<file path="src/rtl/tedwr_pkg.sv">
package tedwr_pkg;

    localparam int DAY_W   = 5;
    localparam int MONTH_W = 4;
    localparam int YEAR_W  = 14;
    localparam int ROLL_W  = 2;
    localparam int UNIT_W  = 2;
    localparam int COUNT_W = 7;
    localparam int CIDX_W  = 2;
    localparam int CDATA_W = 7;
    localparam int ACC_W   = 16;
    localparam int YMOD_W  = 9;

    localparam logic [CIDX_W-1:0] CFG_TENOR_UNIT  = 2'd0;
    localparam logic [CIDX_W-1:0] CFG_TENOR_COUNT = 2'd1;

    localparam logic [UNIT_W-1:0] UNIT_DAY   = 2'd0;
    localparam logic [UNIT_W-1:0] UNIT_WEEK  = 2'd1;
    localparam logic [UNIT_W-1:0] UNIT_MONTH = 2'd2;
    localparam logic [UNIT_W-1:0] UNIT_YEAR  = 2'd3;

    localparam logic [ACC_W-1:0]  YEAR_CYCLE = 16'd400;
    localparam logic [YMOD_W-1:0] YMOD_LAST  = 9'd399;
    localparam logic [2:0]        WD_SUN     = 3'd0;
    localparam logic [2:0]        WD_SAT     = 3'd6;
    localparam logic [ROLL_W-1:0] ROLL_MAX   = 2'd2;
    localparam logic [MONTH_W-1:0] MONTH_JAN = 4'd1;
    localparam logic [MONTH_W-1:0] MONTH_MAR = 4'd3;
    localparam logic [MONTH_W-1:0] MONTH_DEC = 4'd12;

    typedef struct packed {
        logic [UNIT_W-1:0]  unit;
        logic [COUNT_W-1:0] count;
    } cfg_t;

    typedef struct packed {
        logic [DAY_W-1:0]   day;
        logic [MONTH_W-1:0] month;
        logic [YEAR_W-1:0]  year;
    } date_t;

    typedef struct packed {
        logic [DAY_W-1:0]   day;
        logic [MONTH_W-1:0] month;
        logic [YEAR_W-1:0]  year;
        logic [ROLL_W-1:0]  rolled;
    } res_t;

    function automatic logic [8:0] unit_days(input logic [UNIT_W-1:0] u);
        logic [8:0] r;
        case (u)
            UNIT_DAY:   r = 9'd1;
            UNIT_WEEK:  r = 9'd7;
            UNIT_MONTH: r = 9'd31;
            UNIT_YEAR:  r = 9'd365;
            default:    r = 9'd1;
        endcase
        return r;
    endfunction

    function automatic logic is_leap(input logic [YMOD_W-1:0] ymod);
        return (ymod[1:0] == 2'd0) && (ymod != 9'd100) && (ymod != 9'd200)
               && (ymod != 9'd300);
    endfunction

    function automatic logic [DAY_W-1:0] month_len(input logic [MONTH_W-1:0] m,
                                                   input logic leap);
        logic [DAY_W-1:0] r;
        case (m)
            4'd2:    r = leap ? 5'd29 : 5'd28;
            4'd4:    r = 5'd30;
            4'd6:    r = 5'd30;
            4'd9:    r = 5'd30;
            4'd11:   r = 5'd30;
            default: r = 5'd31;
        endcase
        return r;
    endfunction

    function automatic logic [2:0] month_offset(input logic [MONTH_W-1:0] m);
        logic [2:0] r;
        case (m)
            4'd1:    r = 3'd0;
            4'd2:    r = 3'd3;
            4'd3:    r = 3'd2;
            4'd4:    r = 3'd5;
            4'd5:    r = 3'd0;
            4'd6:    r = 3'd3;
            4'd7:    r = 3'd5;
            4'd8:    r = 3'd1;
            4'd9:    r = 3'd4;
            4'd10:   r = 3'd6;
            4'd11:   r = 3'd2;
            4'd12:   r = 3'd4;
            default: r = 3'd0;
        endcase
        return r;
    endfunction

    function automatic logic [2:0] mod7(input logic [7:0] x);
        logic [13:0] p;
        logic [5:0]  q;
        logic [7:0]  r;
        p = 14'(x) * 14'd36;
        q = p[13:8];
        r = x - 8'(q) * 8'd7;
        if (r >= 8'd7)
            r = r - 8'd7;
        return r[2:0];
    endfunction

    // 400-year part drops out: 497 * (yy / 400) is a multiple of 7
    function automatic logic [2:0] weekday(input logic [DAY_W-1:0] d,
                                           input logic [MONTH_W-1:0] m,
                                           input logic [YMOD_W-1:0] ymod);
        logic [YMOD_W-1:0] yr;
        logic [1:0]        b;
        logic [YMOD_W-1:0] c9;
        logic [6:0]        c;
        logic [7:0]        s;
        if (m < MONTH_MAR)
            yr = (ymod == 9'd0) ? YMOD_LAST : ymod - 9'd1;
        else
            yr = ymod;
        if (yr >= 9'd300)
        begin
            b  = 2'd3;
            c9 = yr - 9'd300;
        end
        else if (yr >= 9'd200)
        begin
            b  = 2'd2;
            c9 = yr - 9'd200;
        end
        else if (yr >= 9'd100)
        begin
            b  = 2'd1;
            c9 = yr - 9'd100;
        end
        else
        begin
            b  = 2'd0;
            c9 = yr;
        end
        c = c9[6:0];
        s = 8'(c) + 8'(c[6:2]) + 8'(b) * 8'd5 + 8'(month_offset(m)) + 8'(d);
        return mod7(s);
    endfunction

endpackage

</file>
<file path="src/rtl/tenor_end_date_weekend_roll.sv">
// channel  direction  handshake                 payload
// in       to block   in_valid / in_stall       start_day, start_month, start_year
// out      from block out_valid / out_stall     end_day, end_month, end_year,
//                                               weekend_days_rolled
// cfg      to block   cfg_valid / cfg_ready     cfg_index, cfg_data
//
// An item reduces start_year modulo 400, then carries the day count across the months crossed,
// then takes weekend steps (0 to 2), each followed by another carry; those steps share one subtractor.
// Reset clears tenor_unit to day and tenor_count to 1; no clearing sweep.
// in_stall is high while an item is at work; the next item enters once it finishes.
// A result waits in the output register under out_stall while the next item runs.
module tenor_end_date_weekend_roll
    import tedwr_pkg::*;
(
    input  logic               clk,
    input  logic               rst_n,
    input  logic               in_valid,
    output logic               in_stall,
    input  logic [DAY_W-1:0]   start_day,
    input  logic [MONTH_W-1:0] start_month,
    input  logic [YEAR_W-1:0]  start_year,
    output logic               out_valid,
    input  logic               out_stall,
    output logic [DAY_W-1:0]   end_day,
    output logic [MONTH_W-1:0] end_month,
    output logic [YEAR_W-1:0]  end_year,
    output logic [ROLL_W-1:0]  weekend_days_rolled,
    input  logic               cfg_valid,
    output logic               cfg_ready,
    input  logic [CIDX_W-1:0]  cfg_index,
    input  logic [CDATA_W-1:0] cfg_data
);

    cfg_t  cfg_reg;
    date_t start;
    res_t  res;
    res_t  out_reg;
    logic  out_valid_reg;
    logic  busy, res_valid, res_take, go;

    assign cfg_ready = 1'b1;
    assign in_stall  = busy;
    assign go        = in_valid && !busy;
    assign res_take  = res_valid && (!out_valid_reg || !out_stall);

    assign start.day   = start_day;
    assign start.month = start_month;
    assign start.year  = start_year;

    tedwr_core u_core (
        .clk       (clk),
        .rst_n     (rst_n),
        .cfg       (cfg_reg),
        .go        (go),
        .start     (start),
        .busy      (busy),
        .res_valid (res_valid),
        .res_take  (res_take),
        .res       (res)
    );

    always_ff @(posedge clk or negedge rst_n)
    begin
        if (!rst_n)
        begin
            cfg_reg.unit  <= '0;
            cfg_reg.count <= 7'd1;
        end
        else if (cfg_valid && cfg_ready)
        begin
            case (cfg_index)
                CFG_TENOR_UNIT:  cfg_reg.unit  <= cfg_data[UNIT_W-1:0];
                CFG_TENOR_COUNT: cfg_reg.count <= cfg_data[COUNT_W-1:0];
                default:         cfg_reg       <= cfg_reg;
            endcase
        end
    end

    always_ff @(posedge clk or negedge rst_n)
    begin
        if (!rst_n)
            out_valid_reg <= 1'b0;
        else if (res_take)
            out_valid_reg <= 1'b1;
        else if (!out_stall)
            out_valid_reg <= 1'b0;
    end

    always_ff @(posedge clk)
    begin
        if (res_take)
            out_reg <= res;
    end

    assign out_valid           = out_valid_reg;
    assign end_day             = out_reg.day;
    assign end_month           = out_reg.month;
    assign end_year            = out_reg.year;
    assign weekend_days_rolled = out_reg.rolled;

endmodule

</file>
<file path="src/rtl/tedwr_alu.sv">
module tedwr_alu
    import tedwr_pkg::*;
(
    input  logic [ACC_W-1:0] a,
    input  logic [ACC_W-1:0] b,
    output logic [ACC_W-1:0] diff,
    output logic             ge,
    output logic             gt
);

    logic [ACC_W:0] wide;

    assign wide = {1'b0, a} - {1'b0, b};
    assign diff = wide[ACC_W-1:0];
    assign ge   = ~wide[ACC_W];
    assign gt   = ge && (diff != '0);

endmodule

</file>
<file path="src/rtl/tedwr_core.sv">
module tedwr_core
    import tedwr_pkg::*;
(
    input  logic  clk,
    input  logic  rst_n,
    input  cfg_t  cfg,
    input  logic  go,
    input  date_t start,
    output logic  busy,
    output logic  res_valid,
    input  logic  res_take,
    output res_t  res
);

    typedef enum logic [2:0] {
        S_IDLE,
        S_MOD,
        S_CARRY,
        S_WDAY,
        S_DONE
    } state_t;

    state_t              state_reg, state_next;
    logic [ACC_W-1:0]    d_reg, d_next;
    logic [MONTH_W-1:0]  m_reg, m_next;
    logic [YEAR_W:0]     y_reg, y_next;
    logic [YEAR_W-1:0]   rem_reg, rem_next;
    logic [YMOD_W-1:0]   ymod_reg, ymod_next;
    logic [ROLL_W-1:0]   rolled_reg, rolled_next;

    logic [ACC_W-1:0]    alu_a, alu_b, alu_diff;
    logic                alu_ge, alu_gt;
    logic [DAY_W-1:0]    mdays;
    logic [2:0]          wd;
    logic [ACC_W-1:0]    tenor_days;
    logic [DAY_W-1:0]    d0;
    logic [MONTH_W-1:0]  m0;

    tedwr_alu u_alu (
        .a    (alu_a),
        .b    (alu_b),
        .diff (alu_diff),
        .ge   (alu_ge),
        .gt   (alu_gt)
    );

    assign mdays      = month_len(m_reg, is_leap(ymod_reg));
    assign wd         = weekday(d_reg[DAY_W-1:0], m_reg, ymod_reg);
    assign tenor_days = ACC_W'(cfg.count) * ACC_W'(unit_days(cfg.unit));
    assign d0         = (start.day == '0) ? 5'd1 : start.day;
    assign m0         = (start.month == '0) ? MONTH_JAN :
                        (start.month > MONTH_DEC) ? MONTH_DEC : start.month;

    always_comb
    begin
        if (state_reg == S_MOD)
        begin
            alu_a = ACC_W'(rem_reg);
            alu_b = YEAR_CYCLE;
        end
        else
        begin
            alu_a = d_reg;
            alu_b = ACC_W'(mdays);
        end
    end

    always_comb
    begin
        state_next  = state_reg;
        d_next      = d_reg;
        m_next      = m_reg;
        y_next      = y_reg;
        rem_next    = rem_reg;
        ymod_next   = ymod_reg;
        rolled_next = rolled_reg;
        case (state_reg)
            S_IDLE:
            begin
                if (go)
                begin
                    d_next      = ACC_W'(d0) + tenor_days;
                    m_next      = m0;
                    y_next      = {1'b0, start.year};
                    rem_next    = start.year;
                    rolled_next = '0;
                    state_next  = S_MOD;
                end
            end
            S_MOD:
            begin
                if (alu_ge)
                    rem_next = alu_diff[YEAR_W-1:0];
                else
                begin
                    ymod_next  = rem_reg[YMOD_W-1:0];
                    state_next = S_CARRY;
                end
            end
            S_CARRY:
            begin
                if (alu_gt)
                begin
                    d_next = alu_diff;
                    if (m_reg >= MONTH_DEC)
                    begin
                        m_next    = MONTH_JAN;
                        y_next    = y_reg + 1'b1;
                        ymod_next = (ymod_reg == YMOD_LAST) ? '0 : ymod_reg + 1'b1;
                    end
                    else
                        m_next = m_reg + 1'b1;
                end
                else
                    state_next = S_WDAY;
            end
            S_WDAY:
            begin
                if ((wd == WD_SUN || wd == WD_SAT) && rolled_reg < ROLL_MAX)
                begin
                    d_next      = d_reg + 1'b1;
                    rolled_next = rolled_reg + 1'b1;
                    state_next  = S_CARRY;
                end
                else
                    state_next = S_DONE;
            end
            S_DONE:
            begin
                if (res_take)
                    state_next = S_IDLE;
            end
            default:
                state_next = S_IDLE;
        endcase
    end

    always_ff @(posedge clk or negedge rst_n)
    begin
        if (!rst_n)
        begin
            state_reg  <= S_IDLE;
            rolled_reg <= '0;
        end
        else
        begin
            state_reg  <= state_next;
            rolled_reg <= rolled_next;
        end
    end

    always_ff @(posedge clk)
    begin
        d_reg    <= d_next;
        m_reg    <= m_next;
        y_reg    <= y_next;
        rem_reg  <= rem_next;
        ymod_reg <= ymod_next;
    end

    assign busy      = (state_reg != S_IDLE);
    assign res_valid = (state_reg == S_DONE);
    assign res.day    = d_reg[DAY_W-1:0];
    assign res.month  = m_reg;
    assign res.year   = y_reg[YEAR_W-1:0];
    assign res.rolled = rolled_reg;

    a_ymod_range: assert property (@(posedge clk) disable iff (!rst_n)
        (state_reg == S_CARRY || state_reg == S_WDAY || state_reg == S_DONE)
        |-> ymod_reg <= YMOD_LAST)
        else $error("year remainder out of range");

    a_done_date: assert property (@(posedge clk) disable iff (!rst_n)
        (state_reg == S_DONE) |-> (d_reg >= 16'd1 && d_reg <= ACC_W'(mdays)
        && m_reg >= MONTH_JAN && m_reg <= MONTH_DEC))
        else $error("finished date not normalized");

    a_roll_step: assert property (@(posedge clk) disable iff (!rst_n)
        (state_reg == S_WDAY && state_next == S_CARRY)
        |=> rolled_reg == $past(rolled_reg) + 1'b1 && d_reg == $past(d_reg) + 1'b1)
        else $error("weekend step lost");

    a_roll_limit: assert property (@(posedge clk) disable iff (!rst_n)
        rolled_reg <= ROLL_MAX)
        else $error("too many weekend steps");

endmodule

</file>
<file path="config.mk">
export PLATFORM = sky130hd
export DESIGN_NAME = tenor_end_date_weekend_roll
export DESIGN_NICKNAME = d
export VERILOG_FILES = /design/src/rtl/tedwr_pkg.sv /design/src/rtl/tenor_end_date_weekend_roll.sv /design/src/rtl/tedwr_alu.sv /design/src/rtl/tedwr_core.sv
export SDC_FILE = /design/constraint.sdc
export NUM_CORES = 1
export LEC_CHECK = 0
export ABC_AREA = 1
export BUFFER_PORTS_ARGS = -buffer_cell sky130_fd_sc_hd__buf_2
export CORE_MARGIN = 2
export CORE_UTILIZATION = 42
export DETAILED_ROUTE_END_ITERATION = 7
export GPL_TIMING_DRIVEN = 0
export PLACE_DENSITY = 0.64
export SKIP_CTS_REPAIR_TIMING = 1
export SLEW_MARGIN = 20
export SYNTH_ARGS = -nofsm -noshare
export SYNTH_HDL_FRONTEND = slang
export SYNTH_HIERARCHICAL = 1
export SYNTH_SLANG_ARGS = --single-unit
export TNS_END_PERCENT = 30
</file>
<file path="constraint.sdc">
create_clock -name clk -period 13.94 [get_ports clk]
set_input_delay 1.394 -clock clk [delete_from_list [all_inputs] [get_ports clk]]
set_output_delay 1.394 -clock clk [all_outputs]
set_load 0.05 [all_outputs]
</file>
# ---- Word-level counts from Yosys, hierarchy flattened
# Memory sizes are Yosys's and may differ from the RTL's. A register that Yosys moved wholly into a read port is not among the register bits.
# Cells that the tools add are included.
dict set report totals {
  reg_bits 98
  mem_bits_ro 48
  input_bits 37
  output_inout_bits 28
  wordCells 158
  n_memories 1
}
# memory depth word_bits read_ports rd_clocked_by_memory_dff wr line
set memory_table {}
lappend memory_table {{(name not given)} 16 3 1 1 0 tedwr_pkg.sv:82} ;# case (m)
dict set report op_classes {
  add_sub_neg 17
  n_mul 4
  magnitude_cmp 8
  n_eq_ne 27
  n_mux 49
  bitwise 1
  n_reduce_logical 37
}
# op count
set op_table {}
lappend op_table {{$mux 16} 4}
lappend op_table {{$mux 9} 7}
lappend op_table {{$pmux 16 s3} 1}
lappend op_table {{$mux 15} 3}
lappend op_table {{$pmux 9 s4} 1}
lappend op_table {{$pmux 15 s2} 1}
lappend op_table {{$mux 14} 2}
lappend op_table {{$pmux 14 s2} 1}
lappend op_table {{$mux 4} 6}
lappend op_table {{$mux 7} 3}
lappend op_table {{$mux 3} 6}
lappend op_table {{$pmux 9 s2} 1}
lappend op_table {{$sub 16x9->17} 1}
lappend op_table {{$add 16x1->16 const B} 1}
lappend op_table {{$add 5x16->16} 1}
lappend op_table {{$add 8x5->8} 2}
lappend op_table {{$mul 7x9->16} 1}
lappend op_table {{$reduce_and 4->1} 4}
lappend op_table {{$reduce_bool 16->1} 1}
lappend op_table {{$add 15x1->15 const B} 1}
lappend op_table {{$pmux 3 s5} 1}
lappend op_table {{$sub 7x7->7 const B} 2}
lappend op_table {{$mul 8x4->12 const B} 1}
lappend op_table {{$ne 2x1->1 const B} 5}
lappend op_table {{other kinds (52)} 86}

# ---- Longest topological paths before layout
dict set report logic_depth {
  ltp_word 21
  mapped_depth 66
  depth_no_buf 66
}

# ---- Modules after synthesis
# Netlist, hierarchy kept.
# mod n_inst cells_each area_each_um2 seq_area_each_um2
set by_module_without_submodules {}
lappend by_module_without_submodules {tedwr_core 1 1129 8450.6 1896.8}
lappend by_module_without_submodules {tedwr_alu 1 248 1229.9 0.0}
lappend by_module_without_submodules {tenor_end_date_weekend_roll 1 76 1219.9 1002.2}

# ---- Worst setup path after synthesis
# Ideal clock, no wire load.
dict set report synth_timing {
  kind {flip-flop to flip-flop}
  from {reg u_core.m_reg[0]}
  to {reg u_core.d_reg[0], enable pin}
  setup_time_ns 0.388
  t_arrival_ns 9.553
  required_ns 13.552
  path_slack_ns 3.998
  stages_incl_launch_ff 57
  path_buffers 0
  cell_sequence {edfxtp_1 -> ha_1 -> inv_1 -> nand2_4 -> nor2_1 -> nand2_1 -> nand2_1 -> inv_1 -> o21ai_0 -> inv_1 -> ha_1 -> nand2_1 -> a21oi_2 -> nand2_2 -> inv_2 -> o21ai_2 -> xor2_1 -> fa_1 -> [21 not listed] -> inv_1 -> fa_1 -> inv_1 -> ha_1 -> a21oi_1 -> nand3_1 -> nand2_1 -> nand4_1 -> nand3b_1 -> nor2_4 -> nand2_2 -> nand2_1 -> nand2_1 -> nor2_2 -> nand3_2 -> nand2_2 -> o21ai_1 -> nor2_1}
}
dict set report synth_between {
  elab_chain_cells 20
}
# element line
set synth_rtl {}
lappend synth_rtl {{start, declared} tedwr_core.sv:25} ;# logic [MONTH_W-1:0] m_reg, m_next;
lappend synth_rtl {{start signal, assigned} tedwr_core.sv:155} ;# m_reg <= m_next;
lappend synth_rtl {{$lt 4x2->1} tedwr_pkg.sv:121} ;# if (m < MONTH_MAR)
lappend synth_rtl {{$mux 9} tedwr_pkg.sv:121}
lappend synth_rtl {{$ge 9x7->1 / $sub 7x7->7 (equally long branches)} {tedwr_pkg.sv:135, tedwr_pkg.sv:138}}
lappend synth_rtl {{$mux 1 / $mux 7 (equally long branches)} tedwr_pkg.sv:135} ;# else if (yr >= 9'd100)
lappend synth_rtl {{$mux 2 / $mux 7 (equally long branches)} tedwr_pkg.sv:130} ;# else if (yr >= 9'd200)
lappend synth_rtl {{$mux 2 / $mux 7 (equally long branches)} tedwr_pkg.sv:125} ;# if (yr >= 9'd300)
lappend synth_rtl {{$mul 2x3->5 / $add 7x5->8 (equally long branches)} tedwr_pkg.sv:146} ;# s = 8'(c) + 8'(c[6:2]) + 8'(b) * 8'd5 + 8'(month_offset(m)) + 8'(d);
lappend synth_rtl {{$add 8x5->8} tedwr_pkg.sv:146}
lappend synth_rtl {{[4 not listed]} n/a}
lappend synth_rtl {{$sub 8x8->8} tedwr_pkg.sv:106} ;# r = x - 8'(q) * 8'd7;
lappend synth_rtl {{$ge 8x3->1 / $sub 3x3->3 (equally long branches)} {tedwr_pkg.sv:107, tedwr_pkg.sv:108}}
lappend synth_rtl {{$mux 3} tedwr_pkg.sv:107} ;# if (r >= 8'd7)
lappend synth_rtl {{$eq 3x3->1 / $logic_not 3->1 (equally long branches)} tedwr_core.sv:119} ;# if ((wd == WD_SUN || wd == WD_SAT) && rolled_reg < ROLL_MAX)
lappend synth_rtl {{$logic_or 1x1->1} tedwr_core.sv:119}
lappend synth_rtl {{$logic_and 1x1->1} tedwr_core.sv:119}
lappend synth_rtl {{$ne 2x1->1 (no source line)} n/a}
lappend synth_rtl {{$reduce_and 4->1 (no source line) *} n/a}
lappend synth_rtl {{end signal, assigned} tedwr_core.sv:154} ;# d_reg <= d_next;
lappend synth_rtl {{end, declared} tedwr_core.sv:24} ;# logic [ACC_W-1:0] d_reg, d_next;
# Mark *: on every way between the ends. The rest lies on a longest branch, timed or not.
# A chain may end at the register's enable or synchronous reset.

# ---- Worst setup path in the final report
dict set report layout_timing {
  from {reg u_core.m_reg[0]}
  to {reg u_core.d_reg[5], enable pin}
}
# The elaborated chain is that of the path after synthesis.

==> impl_metrics.json <==
{
  "cts_buffer_depth": 2,
  "crit_slowest_cell": "nor2_2",
  "track_usage_pct": 20.1,
  "grt_pass1_wl_mm": 43.2,
  "cts-root-buf": "clkbuf_16",
  "syn_to_final_growth_pct": 10.4,
  "critical_path_class": "reg2reg",
  "ys_seq_area_share_pct": 26.6,
  "synth_area_leader_cell": "edfxtp_1",
  "synthCells": 1453,
  "dieArea_mm2": 0.0273,
  "synth_cell_types": 58,
  "crit_path_frequent_cell": "nand2_1",
  "cts_tree": "built",
  "crit_fanout": 16,
  "drt-vias-per-instance": 4.97,
  "r2r_setup_slack_ns": 2.86,
  "antenna_found_initial": 1,
  "cpPeakStageDelay_ns": 0.68,
  "ys_ff_latch": 100,
  "cts-buffers-inserted": 9,
  "hold_class": "reg2reg",
  "grt_pass1_vias": 8914,
  "portBuffers": 62,
  "routed_wl_mm": 26.1,
  "worst_slew_pin_slew_ns": 0.877,
  "drive_above_1_share_pct": 11.2,
  "required_ns": 13.92,
  "multi_input_area_mm2": 0.00665,
  "drv_slew": 0,
  "startpoint_type": "flip-flop",
  "yosysWarnings": 6,
  "path_clk_slew_ns": 0.08,
  "wl_per_cell_um": 14.0,
  "final_antenna_net_count": 0,
  "skew_ns": 0.0120,
  "chipWidth_um": 165,
  "num-fill-cells": 2540,
  "yosysTopAreaCellShare_pct": 22.6,
  "synth_area_mm2": 0.0109,
  "synthArstFlopShare_pct": 15.0,
  "grt_max_degree": 22,
  "cts.sinks": 100,
  "avgSynthCellArea_um2": 7.50,
  "nets": 1742,
  "final-hold-violation-count": 0,
  "grt_remaining_overflow": 0,
  "fin_ws_ns": 2.86,
  "synth_edf_count": 82,
  "status": "finished clean",
  "diodes": 0,
  "reg2regPathDepth": 55,
  "h-tree-depth": 3,
  "ios": 65,
  "initial_core_util_pct": 43.0,
  "r2r_start": "u_core/m_reg[0]$_DFFE_PP_",
  "first_pass_iters": 5,
  "fp.dieH_um": 165,
  "critPathArrivalTime_ns": 11.06,
  "largest_register_ffs": 16,
  "finalCritPeriodShare_pct": 79.5,
  "drt_first_iter_violations": 495,
  "rsz0062_at_grt": "no",
  "pre_cts_ws_ns": 2.86,
  "gp_congestion": 0.894,
  "ys_top_cells_by_area": "edfxtp_1, ha_1, nand2_1",
  "max-slew-margin-rel_pct": 41.5,
  "synth_flop_cell": "edfxtp_1",
  "finalSetupViolations": 0,
  "clk_latency_ns": 0.36,
  "synth.most_common_cell": "nand2_1",
  "hold_path_depth": 0,
  "maxCapViolCount": 0,
  "vias": 9300,
  "worstHoldStart": "u_core/y_reg[4]$_DFFE_PP_",
  "regToRegEndpoint": "u_core/d_reg[5]$_DFFE_PP_",
  "core_mm2": 0.0253,
  "seq_area_mm2": 0.00290,
  "fin_setup_tns_ns": 0,
  "max_freq_mhz": 90.2,
  "hold_end": "end_year[4]$_DFFE_PP_",
  "rows": 58,
  "min_period_ns": 11.08,
  "synth.top_cells.by_count": "nand2_1, inv_1, ha_1",
  "drc_errors": 0,
  "dpl.hpwl_mm": 21.9,
  "endpoint_kind": "flip-flop"
}
## per-stage QoR
step / cells / utilization, % / hold WS, ns / cell area, µm²
6_report: 1871 / 47.5 / 0.484 / 12000
5_1_grt: 1871 / 47.5 / 0.498 / 12000
4_1_cts: 1871 / 47.5 / 0.489 / 12000
3_5_place_dp: 1855 / 46.2 / 0.470 / 11700
3_3_place_gp: 1853 / 46.0 / 0.455 / 11700
2_1_floorplan: 1461 / - / 0.426 / 10900
## cells by family (layout without fill, tap and decap cells)
| kind of cell | after synthesis | count (layout) | share of synthesized area (%) |
|---|---|---|---|
| AOI/OAI and AO/OA | 176 | 176 | 9.56 |
| xor gates and xnor gates | 37 | 37 | 2.97 |
| and+or+nand+nor | 608 | 608 | 24.9 |
| adders and majority gates | 169 | 169 | 23.0 |
| buffers and inverters | 360 | 440 | 12.8 |
| DFF | 100 | 100 | 26.6 |
| other | 3 | 11 | 0.103 |
## layer usage
metal | part of all wire (%) | track usage [%]
met2 | 49 | 35.6
met5 | 0 | 0
met4 | 2.1 | 5.26
met1 | 45 | 26.2
met3 | 4.0 | 2.17
## layout by cell type (no fill, tap or decap), types with 8 or more instances in the layout
cell type,instances
dfrtp_1,14
o21ai_1,8
nor3_1,15
clkbuf_1,14
o221ai_1,8
nand3_1,69
nor2_2,12
xnor2_1,12
nand3b_1,8
clkbuf_16,9
conb_1,11
edfxtp_1,82
xor2_1,25
nand2_2,16
inv_2,16
fa_1,53
nor2_1,71
a21oi_1,41
inv_1,315
nand4_1,24
o21ai_0,73
buf_2,65
ha_1,116
nand2_1,365
## layout make-up
cell class	instances	share of cell area [%]
multi-input cells	1001	55.3
flip-flops and latches	100	24.1
inverters	333	10.4
well taps	330	3.43
repair buffers	64	2.90
clock buffers	9	1.87
plain buffers	27	1.22
clock inverters	7	0.759
## worst max-delay path by stage
stage                     slack, ns                 startpoint  cells after the start                          to
final                          2.86  u_core/m_reg[0]$_DFFE_PP_                     55   u_core/d_reg[5]$_DFFE_PP_
after global routing           1.82  u_core/m_reg[0]$_DFFE_PP_                     55   u_core/d_reg[5]$_DFFE_PP_
after CTS                      2.79  u_core/m_reg[0]$_DFFE_PP_                     55   u_core/d_reg[5]$_DFFE_PP_
after detailed placement       2.86  u_core/m_reg[0]$_DFFE_PP_                     55  u_core/d_reg[13]$_DFFE_PP_
after global placement         2.58  u_core/m_reg[0]$_DFFE_PP_                     55  u_core/d_reg[15]$_DFFE_PP_
after floorplan                4.00  u_core/m_reg[0]$_DFFE_PP_                     56   u_core/d_reg[0]$_DFFE_PP_
## critical path, delay by kind of cell, from the launching register on
family | cells | cell delay, ns
adders and majority gates | 11 | 4.08
xor gates and xnor gates | 4 | 1.13
DFF | 1 | 0.49
and+or+nand+nor | 25 | 3.06
AOI/OAI and AO/OA | 7 | 1.22
buffers and inverters | 8 | 0.70
Power is left out: the tool's default activity adds up to more than one toggle a clock period on the data nets, which glitch-free logic cannot reach.
